## config.mk

```make
export PLATFORM = sky130hd
export DESIGN_NAME = mst_dir
export DESIGN_NICKNAME = d
export VERILOG_FILES = /design/src/design/mst_pkg.sv /design/src/design/mst_dir.sv
export SDC_FILE = /design/constraint.sdc
export NUM_CORES = 1
export LEC_CHECK = 0
export CAP_MARGIN = 20
export CORE_UTILIZATION = 30
export DETAILED_ROUTE_END_ITERATION = 16
export DONT_BUFFER_PORTS = 1
export PLACE_DENSITY_LB_ADDON = 0.12
export SETUP_SLACK_MARGIN = 0.15
export SLEW_MARGIN = 15
export SYNTH_ARGS = -nofsm -noshare
export SYNTH_HDL_FRONTEND = slang
export SYNTH_SLANG_ARGS = --single-unit
```

## constraint.sdc

```tcl
create_clock -name vclk -period 2.65
set_input_delay 0.1325 -clock vclk [all_inputs]
set_output_delay 0.1325 -clock vclk [all_outputs]
set_load 0.05 [all_outputs]
```

## src/design/mst_pkg.sv

```systemverilog
// shared constants, types and codes for the marching squares contour tracer
`default_nettype none

package mst_pkg;

  // image geometry limits
  localparam int MAX_WIDTH  = 256;
  localparam int MAX_HEIGHT = 256;
  localparam int XB         = $clog2(MAX_WIDTH);
  localparam int YB         = $clog2(MAX_HEIGHT);
  localparam int ADDR_W     = XB + YB;
  localparam int MAP_DEPTH  = MAX_WIDTH * MAX_HEIGHT;
  localparam int COORD_W    = 9;

  // configuration register indexes
  localparam logic REG_WIDTH  = 1'b0;
  localparam logic REG_HEIGHT = 1'b1;

  // operation codes
  localparam logic [1:0] OP_LOAD  = 2'd0;
  localparam logic [1:0] OP_BEGIN = 2'd1;
  localparam logic [1:0] OP_ADV   = 2'd2;

  typedef logic [COORD_W-1:0] coord_t;
  typedef logic [2:0] dir_t;

  // trace directions
  localparam dir_t DIR_NONE  = 3'd0;
  localparam dir_t DIR_UP    = 3'd1;
  localparam dir_t DIR_LEFT  = 3'd2;
  localparam dir_t DIR_DOWN  = 3'd3;
  localparam dir_t DIR_RIGHT = 3'd4;

  // outcome of one trace step
  typedef struct packed {
    dir_t   dir;
    coord_t nx;
    coord_t ny;
    logic   stuck;
  } step_t;

endpackage

`default_nettype wire

```

## src/design/mst_dir.sv

```systemverilog
// marching squares direction decode and corner move
`default_nettype none

module mst_dir
  import mst_pkg::*;
(
  input  wire logic [3:0] sq,        // ul=bit0, ur=bit1, dl=bit2, dr=bit3
  input  wire dir_t       prev_dir,
  input  wire coord_t     cur_x,
  input  wire coord_t     cur_y,
  output step_t           step
);

  dir_t d;

  // direction from the 2x2 pattern, ambiguous saddles use the previous step
  always_comb begin
    case (sq)
      4'd1, 4'd5, 4'd13: d = DIR_UP;
      4'd2, 4'd3, 4'd7:  d = DIR_RIGHT;
      4'd4, 4'd12, 4'd14: d = DIR_LEFT;
      4'd8, 4'd10, 4'd11: d = DIR_DOWN;
      4'd6:  d = (prev_dir == DIR_UP) ? DIR_LEFT : DIR_RIGHT;
      4'd9:  d = (prev_dir == DIR_RIGHT) ? DIR_UP : DIR_DOWN;
      default: d = DIR_NONE;
    endcase
  end

  // move one corner
  always_comb begin
    step.dir   = d;
    step.nx    = cur_x;
    step.ny    = cur_y;
    step.stuck = 1'b0;
    case (d)
      DIR_UP:    step.ny = cur_y - coord_t'(1);
      DIR_LEFT:  step.nx = cur_x - coord_t'(1);
      DIR_DOWN:  step.ny = cur_y + coord_t'(1);
      DIR_RIGHT: step.nx = cur_x + coord_t'(1);
      default:   step.stuck = 1'b1;
    endcase
  end

endmodule

`default_nettype wire

```

# After elaboration in Yosys (flattened, before gate mapping)
# Cells that the tools add are included.
# totals
register_bits	0
latchBits	0
mem_bits_rw	0
rom_bits	0
output_inout_bits	22
wordCells	35
n_memories	0
# classes
add_sub_neg	4
mul	0
div	0
n_lt_le_gt_ge	0
n_eq_ne	20
shift	0
muxes	6
bitwise_logic	0
n_reduce_logical	5
# op_table
cell	n
case mux 9 bit (2 select lines)	2
equality test 4 bit, second input constant	7
adder 9 x 1 -> 9 bit, second input constant	2
case mux 3 bit (6 select lines)	1
subtractor 9 x 1 -> 9 bit, second input constant	2
equality test 4 x 3 -> 1 bit, second input constant	4
OR reduction 3 bit	4
equality test 4 x 2 -> 1 bit, second input constant	2
equality test 3 x 1 -> 1 bit, second input constant	2
equality test 3 x 2 -> 1 bit, second input constant	2
equality test 3 bit, second input constant	2
equality test 4 x 1 -> 1 bit, second input constant	1
OR reduction 4 bit	1
2-to-1 mux 3 bit	1
2-to-1 mux 2 bit	1
2-to-1 mux 1 bit	1

# Logic depth before layout (Yosys ltp)
# Gate-level depths: netlist of run 1.
# logic_depth
depth_word	6
depth_mapped	10
ltp_nobuf	10

# Worst setup path after synthesis of run 1
# No wires, ideal clock.
# synth_path
path_kind	input -> output
start	input sq[3]
end	output step[16] in the netlist's numbering
t_arrival_ns	3.476
slack_ns	-0.959
path_stages	9
path_buffers	0
cell_sequence	nand2b_1 a31oi_1 inv_1 fa_1 a211oi_1 o21bai_1 a21oi_1 xor2_1 a21oi_1
# synth_rtl
element	line_no	text
from (decl)	mst_dir.sv:7	input wire logic [3:0] sq,
to (decl)	mst_dir.sv:11	output step_t step

==> results of run 1 <==
## worst max-delay path, cell delays in order
cell      delay [ns]
nand2b_4        0.13
and2_4          0.17
nor3_4          0.23
nand2_4         0.12
fa_2            0.41
a211oi_2        0.28
o21bai_1        0.12
a21oi_2         0.14
xor2_1          0.25
a21oi_4         0.09
buf_12          0.16
## cell type report
type               instances  area (um^2)  share of cell area
multi-input cells        133         1100               0.779
inverters                  4         15.0              0.0106
repair buffers            19          243               0.171
well taps                 44         55.1              0.0388
## cells in the final DEF (no fill, tap or decap), types with 4 or more instances in the layout
master and instances:
inv_1 4, o21ai_0 5, xor2_1 6, buf_12 8, a21oi_2 5, a21o_1 5
a21oi_1 12, xnor2_1 7, buf_4 11, nor2_1 16, ha_1 13, nand2_1 12
## per-stage QoR
step                utilization  area (um^2)  cells  hold slack (ns)  power (mW)
floorplan                     -         1110    139            0.451       0.417
global placement          0.454         1400    199            0.480       0.563
detailed placement        0.454         1400    199            0.480       0.569
CTS                       0.454         1400    199            0.480       0.571
global route              0.461         1420    200            0.492       0.608
finish                    0.461         1420    200            0.479       0.573
## metal layers
metal | vias up | global-route usage | share of wire
met4 | 0 | 0 | 0
met5 | - | 0 | 0
li1 | 553 | - | -
met1 | 494 | 0.200 | 0.46
met3 | 0 | 0.0218 | 0.060
met2 | 29 | 0.258 | 0.48
## what timing repair did
action                                 4_1_cts  5_1_grt
endpoints found under the hold margin        0        0
setup buffers                                0        1
gates resized for setup                      0        4
setup endpoints to repair                    0        4
## kinds of logic after synthesis
| logic type | count (synthesis) |
|---|---|
| muxes | 3 |
| buffers and inverters | 6 |
| AOI/OAI and AO/OA | 50 |
| adders and majority gates | 16 |
| xor gates and xnor gates | 14 |
| and+or+nand+nor | 50 |
## power by group through the flow
stage	Combinational (mW)	Sequential [mW]	Clock [mW]
finish	0.573	0	0
floorplan	0.417	0	0
global placement	0.563	0	0
detailed placement	0.569	0	0
global route	0.608	0	0
CTS	0.571	0	0
## worst max path at each step
stage / start / to / depth (start not counted)
detailed placement: sq[2] / step[18] / 10
floorplan: sq[2] / step[9] / 10
global placement: sq[2] / step[18] / 10
global route: sq[2] / step[18] / 11
CTS: sq[2] / step[18] / 10
finish: sq[2] / step[7] / 11
==> results.txt, run 1 <==
Result of the run -> finished, final reports clean
Tcrit/Tclk final -> 0.893
Internal -> 0.229 mW
PwrDens -> 404 nW/um^2
Share of cells above drive strength 1 -> 0.301
Worst-Margin Slew -> 0.465 ns
Seq_cells -> 0
Share of the yosys chip area belonging to registers -> 0
Nets -> 199
Arr. time, crit path -> 2.23 ns
Synth Area in Simple Gates -> 0.260
DRT Pass-1 Iters -> 4
Worst EP required -> 2.52 ns
Adder and majority gate portion of the synthesized area -> 0.219
Per-cell routed wire length -> 12.7 um
Synth Area in Compound Gates -> 0.332
Total GRT Usage -> 0.147
Yosys warns -> 0
Filler cells -> 319
Io pins -> 47
RSZ-0062 raised after global routing -> no
Area growth from synthesis to layout -> 44.3%
Starting density of the core -> 0.319
# DRC -> 0
Layout clock buffer count -> 0
Area contributors post-synth -> ha_1 18%, a21oi_1 10%, xnor2_1 7.1%
Initial antenna violation count -> 0
Critical Path Sink Type -> output port
Synthesized area -> 982 um^2
Maximum VDD drop -> 0.173 mV
Storage element area -> 0 um^2
Syn avg cell area -> 7.07 um^2
Setup tns final -> 0 ns
Top-area cell type share of the netlist area -> 0.178
Hold path endpoint -> step[18]
Relative slew slack -> 0.689
Critical path fanouts, max -> 8
Sequential power share -> 0
Fin worst setup slack -> 0.284 ns
Global placement routability congestion -> 0.788
Pin count of the biggest net entering global routing -> 16
Dpl hpwl -> 2.19 mm
Row Count -> 20
Switch share -> 0.600
Final Hold Fails -> 0
Total Wirelength -> 2.55 mm
Mux share of post-synthesis cell area -> 0.0382
Largest family of logic cells by synthesized area -> compound AO/OA/AOI/OAI gates
Worst Setup Path Type -> input port to output port
Min cycle time layout -> 2.37 ns
Die extent in x -> 59.2 um
Grt ovf -> 0
Worst Hold Class -> input port to output port
Worst setup SP type -> input port
Most numerous cell in the Yosys netlist -> a21oi_1
Die area -> 3510 um^2
Input/output buffers -> 0
Antenna diodes -> 0
Setup violations, final -> 0
Total of max-cap violations -> 0
Slew Viols, Final -> 0
Core area -> 3080 um^2
Net Switching -> 0.344 mW
Commonest cells in the netlist -> 20 x a21oi_1, 16 x nor2_1, 14 x ha_1
Setup WS pre-CTS -> 0.230 ns
Yosys top cell by area -> ha_1
Hold path cells -> 2
Combinational share of power -> 1.000
Number of global-route vias before repair -> 1003
First-pass GRT wire length -> 4.22 mm
Clock share of power -> 0
Syn Nets -> 180
DR vias/cell -> 5.38
CTS Hold Bufs -> 0
Syn Inst Count -> 139
Pleak -> 0.588 nW
Netlist cell types -> 37
XOR/XNOR share of the synthesized area -> 0.125
Drt initial violations -> 24
Max Clk Rate -> 0.423 GHz
Vias after detailed routing -> 1076
Final antenna-violating net count -> 0
Die Ht -> 59.2 um
Hold Path Origin -> cur_x[8]
(Power assumes the default switching activity.)
==> run 2: changes to the inputs <==
--- a/config.mk
+++ b/config.mk
@@ -5,6 +5,7 @@
 export SDC_FILE = /design/constraint.sdc
 export NUM_CORES = 1
 export LEC_CHECK = 0
+export ABC_AREA = 1
 export CAP_MARGIN = 20
 export CORE_UTILIZATION = 30
 export DETAILED_ROUTE_END_ITERATION = 16
==> run 2 against run 1 <==
Against the previous run:
- core utilization down 2.1 points
- count of clock-buffer cells in the layout unchanged
- non-clock buffer count down 4
- highest routed layer unchanged
- via count up 13%
- largest power group unchanged
- critical path type unchanged
- final cell count up 28%
==> results.txt, run 2 <==
Worst-Margin Slew -> 0.558 ns (+0.0928 ns)
Slowest stage delay, CP -> 0.45 ns (+0.04 ns)
Setup violations, final -> 0 (unchanged)
DR vias/cell -> 4.77 (-11%)
PwrDens -> 389 nW/um^2 (-3.7%)
RSZ-0062 raised after global routing -> no
Starting density of the core -> 0.323 (+0.00405)
Commonest non-fill, non-tap cells in the layout -> 69 x nand2_1, 27 x inv_1, 18 x nand3_1
Arr. time, crit path -> 2.22 ns (about the same)
Yosys warns -> 0 (unchanged)
Worst Hold Class -> input port to output port
Min cycle time layout -> 2.35 ns (-0.0132 ns)
Io pins -> 47 (unchanged)
Share of the yosys chip area belonging to registers -> 0 (unchanged)
Antenna diodes -> 0 (unchanged)
Pin count of the biggest net entering global routing -> 18 (+2)
Area growth from synthesis to layout -> 36.1%
Placed cells -> 253 (+27%)
Seq_cells -> 0 (unchanged)
Filler cells -> 367 (+15%)
Most frequent CP cell -> nor2_1
Worst EP required -> 2.52 ns (about the same)
Total Power -> 0.589 mW (+2.9%)
Placed Area -> 1370 um^2 (-1.9%)
Share of cells above drive strength 1 -> 0.238 (-0.0632)
Most numerous cell in the Yosys netlist -> nand2_1
Worst Setup Path Type -> input port to output port
Global placement routability congestion -> 0.842 (+6.8%)
Grt ovf -> 0 (unchanged)
Tcrit/Tclk final -> 0.888 (-0.00499)
Hold path cells -> 2 (unchanged)
Result of the run -> finished, final reports clean
Nets -> 253 (+27%)
Multi-input gate area -> 1130 um^2 (+2.7%)
Final non-filler cell total -> 256 (+28%)
Total of max-cap violations -> 0 (unchanged)
First-pass GRT wire length -> 5.03 mm (+19%)
Final Hold Fails -> 0 (unchanged)
Top delay family on crit path -> simple AND/OR/NAND/NOR gates
Most common cell after layout, fill and taps aside -> nand2_1
Pleak -> 0.789 nW (+34%)
Hold path endpoint -> step[1]
Commonest cells in the netlist -> 76 x nand2_1, 27 x inv_1, 19 x nand3_1
# DRC -> 0 (unchanged)
Die extent in x -> 62.9 um (+6.2%)
Critical Path Sink Type -> output port
Drt initial violations -> 49 (+100%)
Yosys top cell by area -> nand2_1
Critical path's slowest cell -> nor2_4
Dpl hpwl -> 2.34 mm (+6.5%)
Post-layout util -> 0.440 (-0.0207)
Top-area cell type share of the netlist area -> 0.256 (+0.0781)
Relative slew slack -> 0.627 (-0.0620)
Row Count -> 21 (+5.0%)
Critical path fanouts, max -> 8 (unchanged)
CTS Hold Bufs -> 0 (unchanged)
Syn Inst Count -> 197 (+42%)
Setup WS pre-CTS -> -0.00238 ns (-0.233 ns)
Input/output buffers -> 0 (unchanged)
Hold Path Origin -> cur_y[0]
Total GRT Usage -> 0.147 (-0.000351)
Vias after detailed routing -> 1221 (+13%)
Total Wirelength -> 2.79 mm (+9.4%)
Layout clock buffer count -> 0 (unchanged)
Setup tns final -> 0 ns (unchanged)
Die area -> 3960 um^2 (+13%)
Worst-path cell chain -> inv_1 > nor2_2 > nand2_1 > nand3_2 > nor2_4 > nand2_8 > buf_4 > ha_1 > a21oi_2 > nor2_1 > nor2_1 > nand3_1 > a31oi_4 > buf_12
Slew Viols, Final -> 0 (unchanged)
Crit path buffers/inverters -> 3 (+2)
Final Instance Area -> 1510 um^2 (+6.8%)
Synthesized area -> 1110 um^2 (+13%)
Number of global-route vias before repair -> 1232 (+23%)
Core area -> 3440 um^2 (+12%)
Syn Nets -> 238 (+32%)
Netlist cell types -> 25 (-32%)
Max Clk Rate -> 0.425 GHz (+0.56%)
Die Ht -> 62.9 um (+6.2%)
Fin worst setup slack -> 0.298 ns (+0.0132 ns)
Per-cell routed wire length -> 10.9 um (-15%)
Final antenna-violating net count -> 0 (unchanged)
Area contributors post-synth -> nand2_1 26%, ha_1 16%, inv_1 9.1%
Maximum VDD drop -> 0.162 mV (-6.4%)
Worst setup SP type -> input port
Storage element area -> 0 um^2 (unchanged)
Initial antenna violation count -> 0 (unchanged)
Min Hold Slack -> 0.498 ns (+0.0190 ns)
DRT Pass-1 Iters -> 4 (unchanged)
Syn avg cell area -> 5.65 um^2 (-20%)
==> run 2: worst max path at each step <==
stage	from	to	slack (ns)	cells after the start
floorplan	sq[0]	step[9]	0.16	16
global placement	sq[0]	step[7]	0.04	14
detailed placement	sq[0]	step[6]	-0.002	13
global route	prev_dir[1]	step[9]	0.13	17
finish	sq[1]	step[6]	0.30	14
CTS	sq[1]	step[6]	0.18	13
==> run 2: kinds of logic (layout without fill, tap and decap cells) <==
logic type               Yosys count  count (layout)  synth area share
AO/OA/AOI/OAI                     20              20             0.110
XOR/XNOR                           8               8            0.0630
adder cells (fa/ha/maj)           16              16             0.193
buffers and inverters             31              44             0.112
AND/OR/NAND/NOR                  122             122             0.521
==> run 2: per-layer routing <==
layer  vias up  global-route usage  part of all wire
li1        660                   -                 -
met1       524               0.191              0.46
met2        37               0.261              0.46
met3         0              0.0274             0.079
met4         0                   0                 0
met5         -                   0                 0
==> run 2: layout make-up <==
type                            count  area share
Inverter                           29      0.0719
Tap cell                           46      0.0380
Multi-Input combinational cell    166       0.750
Timing Repair Buffer               15       0.140
==> run 2: timing repair <==
| item | 4_1_cts | 5_1_grt |
|---|---|---|
| resized for setup | 2 | 17 |
| buffers inserted | 0 | 3 |
| pin swaps | 1 | 5 |
| hold endpoints to repair | 0 | 0 |
| setup endpoints to repair | 6 | 5 |
==> run 2: power breakdown <==
part	leakage (nW)	switching, mW	internal (mW)	total, mW
clock network	0	0	0	0
registers	0	0	0	0
logic	0.789	0.377	0.212	0.589
total	0.789	0.377	0.212	0.589
